`config.mk`:
```
export PLATFORM = sky130hd
export DESIGN_NAME = char_lcd_command_sequencer_top
export DESIGN_NICKNAME = d
export VERILOG_FILES = /design/src/hdl/lcdseq_pkg.sv /design/src/hdl/lcdseq_decode.sv /design/src/hdl/lcdseq_step.sv /design/src/hdl/char_lcd_command_sequencer_top.sv
export SDC_FILE = /design/constraint.sdc
export NUM_CORES = 1
export LEC_CHECK = 0
export ABC_CLOCK_PERIOD_IN_PS = 12580
export BUFFER_PORTS_ARGS = -buffer_cell sky130_fd_sc_hd__buf_4
export CORE_ASPECT_RATIO = 0.7
export CORE_MARGIN = 2
export CORE_UTILIZATION = 41
export CTS_CLUSTER_DIAMETER = 80
export DETAILED_ROUTE_END_ITERATION = 7
export PLACE_DENSITY = 0.69
export RECOVER_POWER = 50
export SLEW_MARGIN = 0
export SYNTH_ARGS = -nofsm -noshare
export SYNTH_HDL_FRONTEND = slang
export SYNTH_SLANG_ARGS = --single-unit
```
`constraint.sdc`:
```
create_clock -name clk -period 12.58 [get_ports clk]
set_input_delay 2.516 -clock clk [delete_from_list [all_inputs] [get_ports clk]]
set_output_delay 2.516 -clock clk [all_outputs]
set_load 0.1 [all_outputs]
```
`src/hdl/lcdseq_pkg.sv`:
```
// Package: request codes, word types and timing constants of the LCD command sequencer.
package lcdseq_pkg;

    localparam int unsigned GLYPH_ROWS = 8;

    localparam logic [3:0] REQ_INIT      = 4'd0;
    localparam logic [3:0] REQ_COMMAND   = 4'd1;
    localparam logic [3:0] REQ_DATA      = 4'd2;
    localparam logic [3:0] REQ_CLEAR     = 4'd3;
    localparam logic [3:0] REQ_HOME      = 4'd4;
    localparam logic [3:0] REQ_CURSOR    = 4'd5;
    localparam logic [3:0] REQ_DISPLAY   = 4'd6;
    localparam logic [3:0] REQ_SHOW      = 4'd7;
    localparam logic [3:0] REQ_BLINK     = 4'd8;
    localparam logic [3:0] REQ_SCROLL    = 4'd9;
    localparam logic [3:0] REQ_DIRECTION = 4'd10;
    localparam logic [3:0] REQ_AUTOSCROLL = 4'd11;
    localparam logic [3:0] REQ_GLYPH     = 4'd12;

    localparam logic [1:0] REG_FOUR_BIT  = 2'd0;
    localparam logic [1:0] REG_NUM_LINES = 2'd1;
    localparam logic [1:0] REG_TALL_FONT = 2'd2;

    localparam logic [7:0] CMD_CLEAR     = 8'h01;
    localparam logic [7:0] CMD_HOME      = 8'h02;
    localparam logic [7:0] CMD_ENTRY     = 8'h04;
    localparam logic [7:0] CMD_CONTROL   = 8'h08;
    localparam logic [7:0] CMD_SHIFT     = 8'h18;
    localparam logic [7:0] CMD_FUNCTION  = 8'h20;
    localparam logic [7:0] CMD_CGRAM     = 8'h40;
    localparam logic [7:0] CMD_DDRAM     = 8'h80;
    localparam logic [3:0] NIB_WAKE      = 4'h3;
    localparam logic [3:0] NIB_FOUR_BIT  = 4'h2;

    localparam logic [6:0] ROW1_BASE = 7'h40;
    localparam logic [6:0] ROW2_BASE = 7'h14;
    localparam logic [6:0] ROW3_BASE = 7'h54;

    localparam logic [2:0] DC_INIT = 3'b100;
    localparam logic [1:0] EM_INIT = 2'b10;

    localparam logic [15:0] WAIT_SETTLE  = 16'd100;
    localparam logic [15:0] WAIT_POWERUP = 16'd50000;
    localparam logic [15:0] EXTRA_LONG   = 16'd4500;
    localparam logic [15:0] EXTRA_SHORT  = 16'd150;
    localparam logic [15:0] EXTRA_CLEAR  = 16'd2000;

    typedef enum logic [1:0] {
        KIND_BYTE,
        KIND_GLYPH,
        KIND_INIT
    } kind_t;

    typedef enum logic [1:0] {
        EX_NONE,
        EX_SHORT,
        EX_CLEAR,
        EX_LONG
    } extra_t;

    typedef struct packed {
        logic [3:0]  req_type;
        logic [7:0]  value;
        logic [5:0]  column;
        logic [1:0]  row;
        logic        flag;
        logic [2:0]  slot;
        logic [63:0] glyph;
    } req_word_t;

    typedef struct packed {
        logic        reg_select;
        logic [7:0]  data_bits;
        logic        enable_pulse;
        logic [15:0] wait_after_us;
        logic        last;
    } xfer_word_t;

    typedef struct packed {
        logic       four_bit_mode;
        logic [2:0] num_lines;
        logic       tall_font;
    } cfg_t;

    typedef struct packed {
        kind_t      kind;
        logic       rs;
        logic [7:0] code;
        extra_t     extra;
    } item_t;

    function automatic logic [15:0] extra_us(extra_t ex);
        logic [15:0] us;
        unique case (ex)
            EX_SHORT: us = EXTRA_SHORT;
            EX_CLEAR: us = EXTRA_CLEAR;
            EX_LONG:  us = EXTRA_LONG;
            default:  us = 16'd0;
        endcase
        return us;
    endfunction

endpackage

```
`src/hdl/lcdseq_decode.sv`:
```
// Request decoder: turns one request into a sequence descriptor and updates mode bits.
module lcdseq_decode (
    input  lcdseq_pkg::req_word_t req,
    input  lcdseq_pkg::cfg_t      cfg,
    input  logic [2:0]            dc_bits,
    input  logic [1:0]            em_bits,
    output lcdseq_pkg::item_t     item,
    output logic                  emits,
    output logic [2:0]            dc_next,
    output logic [1:0]            em_next
);

    logic [7:0] fs;
    logic [1:0] row_eff;
    logic [6:0] row_base;
    logic [6:0] ddram_addr;
    logic [2:0] dc_bit;
    logic [1:0] em_bit;

    always_comb
    begin
        fs = lcdseq_pkg::CMD_FUNCTION;
        if (!cfg.four_bit_mode)
        begin
            fs[4] = 1'b1;
        end
        if (cfg.num_lines > 3'd1)
        begin
            fs[3] = 1'b1;
        end
        if (cfg.tall_font && (cfg.num_lines == 3'd1))
        begin
            fs[2] = 1'b1;
        end
    end

    always_comb
    begin
        row_eff = req.row;
        if ({1'b0, req.row} >= cfg.num_lines)
        begin
            row_eff = (cfg.num_lines == 3'd0) ? 2'd0 : cfg.num_lines[1:0] - 2'd1;
        end
        case (row_eff)
            2'd1:    row_base = lcdseq_pkg::ROW1_BASE;
            2'd2:    row_base = lcdseq_pkg::ROW2_BASE;
            2'd3:    row_base = lcdseq_pkg::ROW3_BASE;
            default: row_base = 7'd0;
        endcase
        ddram_addr = {1'b0, req.column} + row_base;
    end

    always_comb
    begin
        case (req.req_type)
            lcdseq_pkg::REQ_DISPLAY: dc_bit = 3'b100;
            lcdseq_pkg::REQ_SHOW:    dc_bit = 3'b010;
            default:                 dc_bit = 3'b001;
        endcase
        em_bit = (req.req_type == lcdseq_pkg::REQ_DIRECTION) ? 2'b10 : 2'b01;
    end

    always_comb
    begin
        item.kind  = lcdseq_pkg::KIND_BYTE;
        item.rs    = 1'b0;
        item.code  = req.value;
        item.extra = lcdseq_pkg::EX_NONE;
        emits      = 1'b1;
        dc_next    = dc_bits;
        em_next    = em_bits;
        unique case (req.req_type) inside
            lcdseq_pkg::REQ_INIT:
            begin
                item.kind = lcdseq_pkg::KIND_INIT;
                item.code = fs;
                dc_next   = lcdseq_pkg::DC_INIT;
                em_next   = lcdseq_pkg::EM_INIT;
            end
            lcdseq_pkg::REQ_COMMAND:
            begin
                item.code = req.value;
            end
            lcdseq_pkg::REQ_DATA:
            begin
                item.rs = 1'b1;
            end
            lcdseq_pkg::REQ_CLEAR:
            begin
                item.code  = lcdseq_pkg::CMD_CLEAR;
                item.extra = lcdseq_pkg::EX_CLEAR;
            end
            lcdseq_pkg::REQ_HOME:
            begin
                item.code  = lcdseq_pkg::CMD_HOME;
                item.extra = lcdseq_pkg::EX_CLEAR;
            end
            lcdseq_pkg::REQ_CURSOR:
            begin
                item.code = lcdseq_pkg::CMD_DDRAM | {1'b0, ddram_addr};
            end
            lcdseq_pkg::REQ_DISPLAY, lcdseq_pkg::REQ_SHOW, lcdseq_pkg::REQ_BLINK:
            begin
                dc_next   = req.flag ? (dc_bits | dc_bit) : (dc_bits & ~dc_bit);
                item.code = lcdseq_pkg::CMD_CONTROL | {5'd0, dc_next};
            end
            lcdseq_pkg::REQ_SCROLL:
            begin
                item.code = lcdseq_pkg::CMD_SHIFT | {5'd0, req.flag, 2'd0};
            end
            lcdseq_pkg::REQ_DIRECTION, lcdseq_pkg::REQ_AUTOSCROLL:
            begin
                em_next   = req.flag ? (em_bits | em_bit) : (em_bits & ~em_bit);
                item.code = lcdseq_pkg::CMD_ENTRY | {6'd0, em_next};
            end
            lcdseq_pkg::REQ_GLYPH:
            begin
                item.kind = lcdseq_pkg::KIND_GLYPH;
                item.code = lcdseq_pkg::CMD_CGRAM | {2'd0, req.slot, 3'd0};
            end
            default:
            begin
                emits = 1'b0;
            end
        endcase
    end

endmodule

```
`src/hdl/lcdseq_step.sv`:
```
// Step generator: forms the bus word for one step of the current request.
module lcdseq_step (
    input  lcdseq_pkg::item_t      item,
    input  logic [63:0]            glyph,
    input  lcdseq_pkg::cfg_t       cfg,
    input  logic [4:0]             step,
    output lcdseq_pkg::xfer_word_t word
);

    logic        nib;
    logic [4:0]  prefix;
    logic [4:0]  rel;
    logic [3:0]  byte_idx;
    logic [2:0]  glyph_row;
    logic [2:0]  init_idx;
    logic [4:0]  total;
    logic        in_prefix;
    logic        rs;
    logic [7:0]  byte_val;
    lcdseq_pkg::extra_t extra;

    always_comb
    begin
        nib       = cfg.four_bit_mode;
        prefix    = (item.kind == lcdseq_pkg::KIND_INIT) ? (nib ? 5'd5 : 5'd1) : 5'd0;
        in_prefix = step < prefix;
        rel       = step - prefix;
        byte_idx  = nib ? rel[4:1] : rel[3:0];
        glyph_row = byte_idx[2:0] - 3'd1;
        init_idx  = byte_idx[2:0] + (nib ? 3'd3 : 3'd0);

        unique case (item.kind)
            lcdseq_pkg::KIND_GLYPH: total = nib ? 5'd18 : 5'd9;
            lcdseq_pkg::KIND_INIT:  total = nib ? 5'd13 : 5'd8;
            default:                total = nib ? 5'd2 : 5'd1;
        endcase

        rs       = item.rs;
        byte_val = item.code;
        extra    = item.extra;
        unique case (item.kind)
            lcdseq_pkg::KIND_GLYPH:
            begin
                if (byte_idx != 4'd0)
                begin
                    rs       = 1'b1;
                    byte_val = glyph[{glyph_row, 3'd0} +: 8];
                end
            end
            lcdseq_pkg::KIND_INIT:
            begin
                case (init_idx)
                    3'd0:    extra = lcdseq_pkg::EX_LONG;
                    3'd1:    extra = lcdseq_pkg::EX_SHORT;
                    3'd5:    extra = lcdseq_pkg::EX_CLEAR;
                    default: extra = lcdseq_pkg::EX_NONE;
                endcase
                case (init_idx)
                    3'd4:    byte_val = lcdseq_pkg::CMD_CONTROL | {5'd0, lcdseq_pkg::DC_INIT};
                    3'd5:    byte_val = lcdseq_pkg::CMD_CLEAR;
                    3'd6:    byte_val = lcdseq_pkg::CMD_ENTRY | {6'd0, lcdseq_pkg::EM_INIT};
                    default: byte_val = item.code;
                endcase
            end
            default:
            begin
            end
        endcase

        word.reg_select   = rs;
        word.enable_pulse = 1'b1;
        word.last         = (step == total - 5'd1);
        if (!nib)
        begin
            word.data_bits     = byte_val;
            word.wait_after_us = lcdseq_pkg::WAIT_SETTLE + lcdseq_pkg::extra_us(extra);
        end
        else if (rel[0])
        begin
            word.data_bits     = {4'd0, byte_val[3:0]};
            word.wait_after_us = lcdseq_pkg::WAIT_SETTLE + lcdseq_pkg::extra_us(extra);
        end
        else
        begin
            word.data_bits     = {4'd0, byte_val[7:4]};
            word.wait_after_us = lcdseq_pkg::WAIT_SETTLE;
        end

        if (in_prefix)
        begin
            word.reg_select = 1'b0;
            case (step)
                5'd0:
                begin
                    word.enable_pulse  = 1'b0;
                    word.data_bits     = 8'd0;
                    word.wait_after_us = lcdseq_pkg::WAIT_POWERUP;
                end
                5'd1, 5'd2:
                begin
                    word.data_bits     = {4'd0, lcdseq_pkg::NIB_WAKE};
                    word.wait_after_us = lcdseq_pkg::WAIT_SETTLE + lcdseq_pkg::EXTRA_LONG;
                end
                5'd3:
                begin
                    word.data_bits     = {4'd0, lcdseq_pkg::NIB_WAKE};
                    word.wait_after_us = lcdseq_pkg::WAIT_SETTLE + lcdseq_pkg::EXTRA_SHORT;
                end
                default:
                begin
                    word.data_bits     = {4'd0, lcdseq_pkg::NIB_FOUR_BIT};
                    word.wait_after_us = lcdseq_pkg::WAIT_SETTLE;
                end
            endcase
        end
    end

endmodule

```
`src/hdl/char_lcd_command_sequencer_top.sv`:
```
// Top level: LCD command sequencer with request channel, transfer channel and APB registers.
//
// Requests enter on req/req_valid/req_stall; a word is taken at a clock edge with
// req_valid high and req_stall low. Each request expands into 1 to 18 bus
// transfers (4-bit mode: 2 per byte; init 13, glyph load 18), leaving on
// xfer/xfer_valid/xfer_stall with last set on the final transfer.
// Transfers leave at one per cycle while the receiver does not stall; the step
// counter walks the request register through the request's transfers.
// A taken request goes into the request register, and its first transfer then
// into the output register. The next request is taken in the same cycle the
// final transfer of the current one moves into the output register, so requests
// run back to back; unused request codes are taken and dropped with no transfers.
// When the receiver stalls, the output register holds its word and the step
// counter stops. Reset clears both channels, sets four_bit_mode 1,
// num_lines 2, tall_font 0, and zeroes the display and entry-mode bits.
// Registers: 0x0 four_bit_mode, 0x4 num_lines, 0x8 tall_font; write them idle.
module char_lcd_command_sequencer_top (
    input  logic                   clk,
    input  logic                   rst_n,
    input  logic                   req_valid,
    output logic                   req_stall,
    input  lcdseq_pkg::req_word_t  req,
    output logic                   xfer_valid,
    input  logic                   xfer_stall,
    output lcdseq_pkg::xfer_word_t xfer,
    input  logic                   psel,
    input  logic                   penable,
    input  logic                   pwrite,
    input  logic [3:0]             paddr,
    input  logic [31:0]            pwdata,
    output logic [31:0]            prdata,
    output logic                   pready
);

    lcdseq_pkg::cfg_t       cfg_reg;
    lcdseq_pkg::item_t      item_reg;
    lcdseq_pkg::item_t      item_dec;
    lcdseq_pkg::xfer_word_t step_word;
    lcdseq_pkg::xfer_word_t xfer_reg;
    logic                   item_valid_reg;
    logic [63:0]            glyph_reg;
    logic [4:0]             step_reg;
    logic [4:0]             step_next;
    logic [2:0]             dc_reg;
    logic [2:0]             dc_next;
    logic [1:0]             em_reg;
    logic [1:0]             em_next;
    logic                   xfer_valid_reg;
    logic                   emits;
    logic                   out_free;
    logic                   emit_step;
    logic                   item_done;
    logic                   req_take;
    logic                   cfg_write;

    assign pready    = 1'b1;
    assign cfg_write = psel && penable && pwrite;

    always_comb
    begin
        unique case (paddr[3:2])
            lcdseq_pkg::REG_FOUR_BIT:  prdata = {31'd0, cfg_reg.four_bit_mode};
            lcdseq_pkg::REG_NUM_LINES: prdata = {29'd0, cfg_reg.num_lines};
            lcdseq_pkg::REG_TALL_FONT: prdata = {31'd0, cfg_reg.tall_font};
            default:                   prdata = 32'd0;
        endcase
    end

    always_ff @(posedge clk or negedge rst_n)
    begin
        if (!rst_n)
        begin
            cfg_reg.four_bit_mode <= 1'b1;
            cfg_reg.num_lines     <= 3'd2;
            cfg_reg.tall_font     <= 1'b0;
        end
        else if (cfg_write)
        begin
            unique case (paddr[3:2])
                lcdseq_pkg::REG_FOUR_BIT:  cfg_reg.four_bit_mode <= pwdata[0];
                lcdseq_pkg::REG_NUM_LINES: cfg_reg.num_lines     <= pwdata[2:0];
                lcdseq_pkg::REG_TALL_FONT: cfg_reg.tall_font     <= pwdata[0];
                default:
                begin
                end
            endcase
        end
    end

    lcdseq_decode u_decode (
        .req     (req),
        .cfg     (cfg_reg),
        .dc_bits (dc_reg),
        .em_bits (em_reg),
        .item    (item_dec),
        .emits   (emits),
        .dc_next (dc_next),
        .em_next (em_next)
    );

    lcdseq_step u_step (
        .item  (item_reg),
        .glyph (glyph_reg),
        .cfg   (cfg_reg),
        .step  (step_reg),
        .word  (step_word)
    );

    assign out_free  = !xfer_valid_reg || !xfer_stall;
    assign emit_step = item_valid_reg && out_free;
    assign item_done = emit_step && step_word.last;
    assign req_stall = item_valid_reg && !item_done;
    assign req_take  = req_valid && !req_stall;
    assign step_next = item_done ? 5'd0 : step_reg + 5'd1;

    always_ff @(posedge clk or negedge rst_n)
    begin
        if (!rst_n)
        begin
            item_valid_reg <= 1'b0;
            step_reg       <= 5'd0;
            dc_reg         <= 3'd0;
            em_reg         <= 2'd0;
            xfer_valid_reg <= 1'b0;
        end
        else
        begin
            if (emit_step)
            begin
                step_reg <= step_next;
            end
            if (req_take)
            begin
                item_valid_reg <= emits;
                dc_reg         <= dc_next;
                em_reg         <= em_next;
            end
            else if (item_done)
            begin
                item_valid_reg <= 1'b0;
            end
            if (emit_step)
            begin
                xfer_valid_reg <= 1'b1;
            end
            else if (!xfer_stall)
            begin
                xfer_valid_reg <= 1'b0;
            end
        end
    end

    always_ff @(posedge clk)
    begin
        if (req_take)
        begin
            item_reg  <= item_dec;
            glyph_reg <= req.glyph;
        end
        if (emit_step)
        begin
            xfer_reg <= step_word;
        end
    end

    assign xfer_valid = xfer_valid_reg;
    assign xfer       = xfer_reg;

endmodule

```
==> impl_metrics.yaml <==
status:
  status: "completed"
flow_run:
  drv_cap: 0
synth:
  synth-xor-area-share_pct: 1.56
  synth-main-ff-cell: "edfxtp_1"
  synth.top_cell.area_share_pct: 46.2
  synth_cell_types: 81
  syn_inst: 552
  yosysTopAreaCell: "edfxtp_1"
  synth_area_leaders: "edfxtp_1, dfrtp_1, mux4_2"
  synth_common_cells: "edfxtp_1, nand2_1, o21ai_0"
  ys.warnings.count: 0
  async_reset_ff_share_pct: 14.5
  postSynthAreaPerCell_sq_um: 11.8
  muxShareOfSynthArea_pct: 6.48
  synth_top_family_by_area: "compound AO/OA/AOI/OAI gates"
  ys_seq_elements: 117
  synth_compound_area_share_pct: 15.2
  synthSimpleGateAreaFrac_pct: 13.5
  synth-edff-count: 100
  syn_area_sq_um: 6500
  synthAdderAreaFrac_pct: 3.58
  yosys.cell_count.top_type: "edfxtp_1"
  synth-seq-area-share_pct: 52.8
layout:
  multiInputGateArea_sq_um: 2750
  drive_above_1_share_pct: 25.2
  largest_reg_flops: 64
  ff_latch_area_sq_um: 3430
  final_net_count: 827
  fin_area_sq_um: 7960
  layout.cells.non_filler: 891
  syn_to_final_growth_pct: 22.4
  antennaDiodeCount: 0
  nFillCells: 1367
pwr:
  combinationalPowerShare_pct: 51.7
  p_sw_share_pct: 47.0
  seqPwrFrac_pct: 27.0
  ir_drop_mv: 0.0996
  p_total_uw: 2170
  clkPwrFrac_pct: 21.4
  intPower_uw: 1150
  power_switching_uw: 1020
  leakagePower_uw: 0.00306
  p_per_area_nw_per_um2: 273
clocking:
  post_cts_buffers: 0
  cts_tree: "yes"
  htreeDepth: 4
  clock_latency_ns: 0.41
  cts_root_buf: "clkbuf_16"
  cts_sinks: 117
  ctsHoldBuffers: 0
  post_cts_resized: 0
  cts.clk_slew.worst_paths_ns: 0.06
  numCtsBuffers: 17
  clock_tree.buffer_depth: 2
hold_path:
  hold_end: "xfer_valid"
  hold_depth: 2
  hold_start: "item_valid_reg"
  hp-class: "register to register"
detailed_routing:
  drtPass1Iterations: 5
  wirelength_um: 16100
  route.detailed.drc: 0
  viasPerCell: 5.48
  ant_nets: 0
  drtIter0Drc: 461
  drt-wirelength-per-cell_um: 18.1
  vias: 4882
global_route:
  overflow: 0
  grt_pass1_vias: 4851
  track_usage_pct: 20.0
  grt_max_degree: 78
  antenna_found_initial: 0
  grt_pass1_wl_um: 25800
sta:
  worst_pin_slew_ns: 1.21
  slew_violations: 0
  period_share_pct: 55.3
  setup_viol: 0
  max_freq_ghz: 0.144
  fin_setup_tns_ns: 0
  holdWs_ns: 0.478
  rsz0062_at_grt: "false"
  maxSlewHeadroom_pct: 19.8
  fin_crit_ns: 6.96
  skew_ns: 0.00998
  finalHoldViolCount: 0
critical_path:
  crit_required_ns: 10.06
  path_max_fanout: 30
  critPathKind: "input pin to output pin"
  critPathLaunchType: "input pin"
  endpoint_kind: "output pin"
  reg2reg_depth: 13
  r2r_end: "xfer[18]"
  rrSetupSlack_ns: 7.63
  cp.arrival_ns: 4.45
  r2r-start: "item_reg[11]"
die:
  die_h_um: 109
  fp-row-count: 38
  io_pins: 193
  core_sq_um: 15500
  die_x_um: 155
  initial_utilization_pct: 42.0
  die_area_sq_um: 16900
place:
  place_inst: 859
  hpwlAfterDp_um: 12000
  place_area_sq_um: 7500
  io_buffers: 129
  gp_congestion: 0.898
==> cells in the final DEF (no fill, tap or decap), drive strengths merged, types with 3 or more instances in the layout <==
master and count:
nand2 45, a211oi 7, xnor2 6, buf 37, dfrtp 15, a22oi 3
and3 6, a21boi 4, mux4 12, a22o 5, a41oi 3, edfxtp 100
o21ai 38, nor4 8, o22a 5, clkinv 3, nor2 36, a21oi 18
a221oi 4, a31oi 8, ha 17, nor2b 13, mux2i 6, mux2 7
a2111oi 6, and2 9, o31ai 5, conb 33, o211ai 4, nor3 13
nand2b 12, nand3 10, inv 31, a32oi 3, clkbuf 112, xor2 3
a21o 5
==> worst max-delay path, stage by stage <==
cell and delay, ns:
clkbuf_4 0.11, nand2_1 0.08, nand2_1 0.09, inv_1 0.79
a31oi_1 0.47, buf_4 0.39
==> layout make-up <==
| cell class | count | area share, % |
|---|---|---|
| well taps | 200 | 3.14 |
| multi-input cells | 388 | 34.5 |
| flip-flops and latches | 117 | 43.1 |
| clock buffers | 18 | 5.39 |
| repair buffers | 131 | 11.0 |
| inverters | 23 | 1.08 |
| clock inverters | 14 | 1.76 |
==> per-stage QoR <==
step / utilization, % / setup WS [ns]
2_1_floorplan: - / 5.26
3_3_place_gp: 48.4 / 5.71
3_5_place_dp: 48.4 / 5.62
4_1_cts: 52.0 / 5.60
5_1_grt: 51.4 / 5.43
6_report: 51.4 / 5.62
==> worst max-delay path by stage <==
stage                 to  slack [ns]  startpoint  cells past startpoint
4_1_cts        req_stall        5.60  xfer_stall                      6
2_1_floorplan  req_stall        5.26  xfer_stall                      4
3_3_place_gp   req_stall        5.71  xfer_stall                      6
5_1_grt        req_stall        5.43  xfer_stall                      6
3_5_place_dp   req_stall        5.62  xfer_stall                      6
6_report       req_stall        5.62  xfer_stall                      6
==> per-layer routing <==
layer,GRT usage (%),wire [um],vias up
met3,4.53,1280,26
met2,30.5,7130,242
met4,6.08,207,0
met1,28.6,7490,2327
li1,-,-,2287
met5,0,0,-
==> logic make-up after synthesis <==
kind of cell,Yosys count
muxes,25
adders and majority gates,18
other,2
and+or+nand+nor,166
AOI/OAI and AO/OA,136
xor gates and xnor gates,10
DFF,117
buffers and inverters,78
==> power by group through the flow <==
stage	Clock, uW	Sequential (uW)	Combinational (uW)
after floorplan	0	794	686
after global placement	0	589	1120
after detailed placement	0	594	1140
after CTS	472	587	1150
after global routing	490	596	1200
final	464	585	1120
Power figures use the tool's default switching activity.
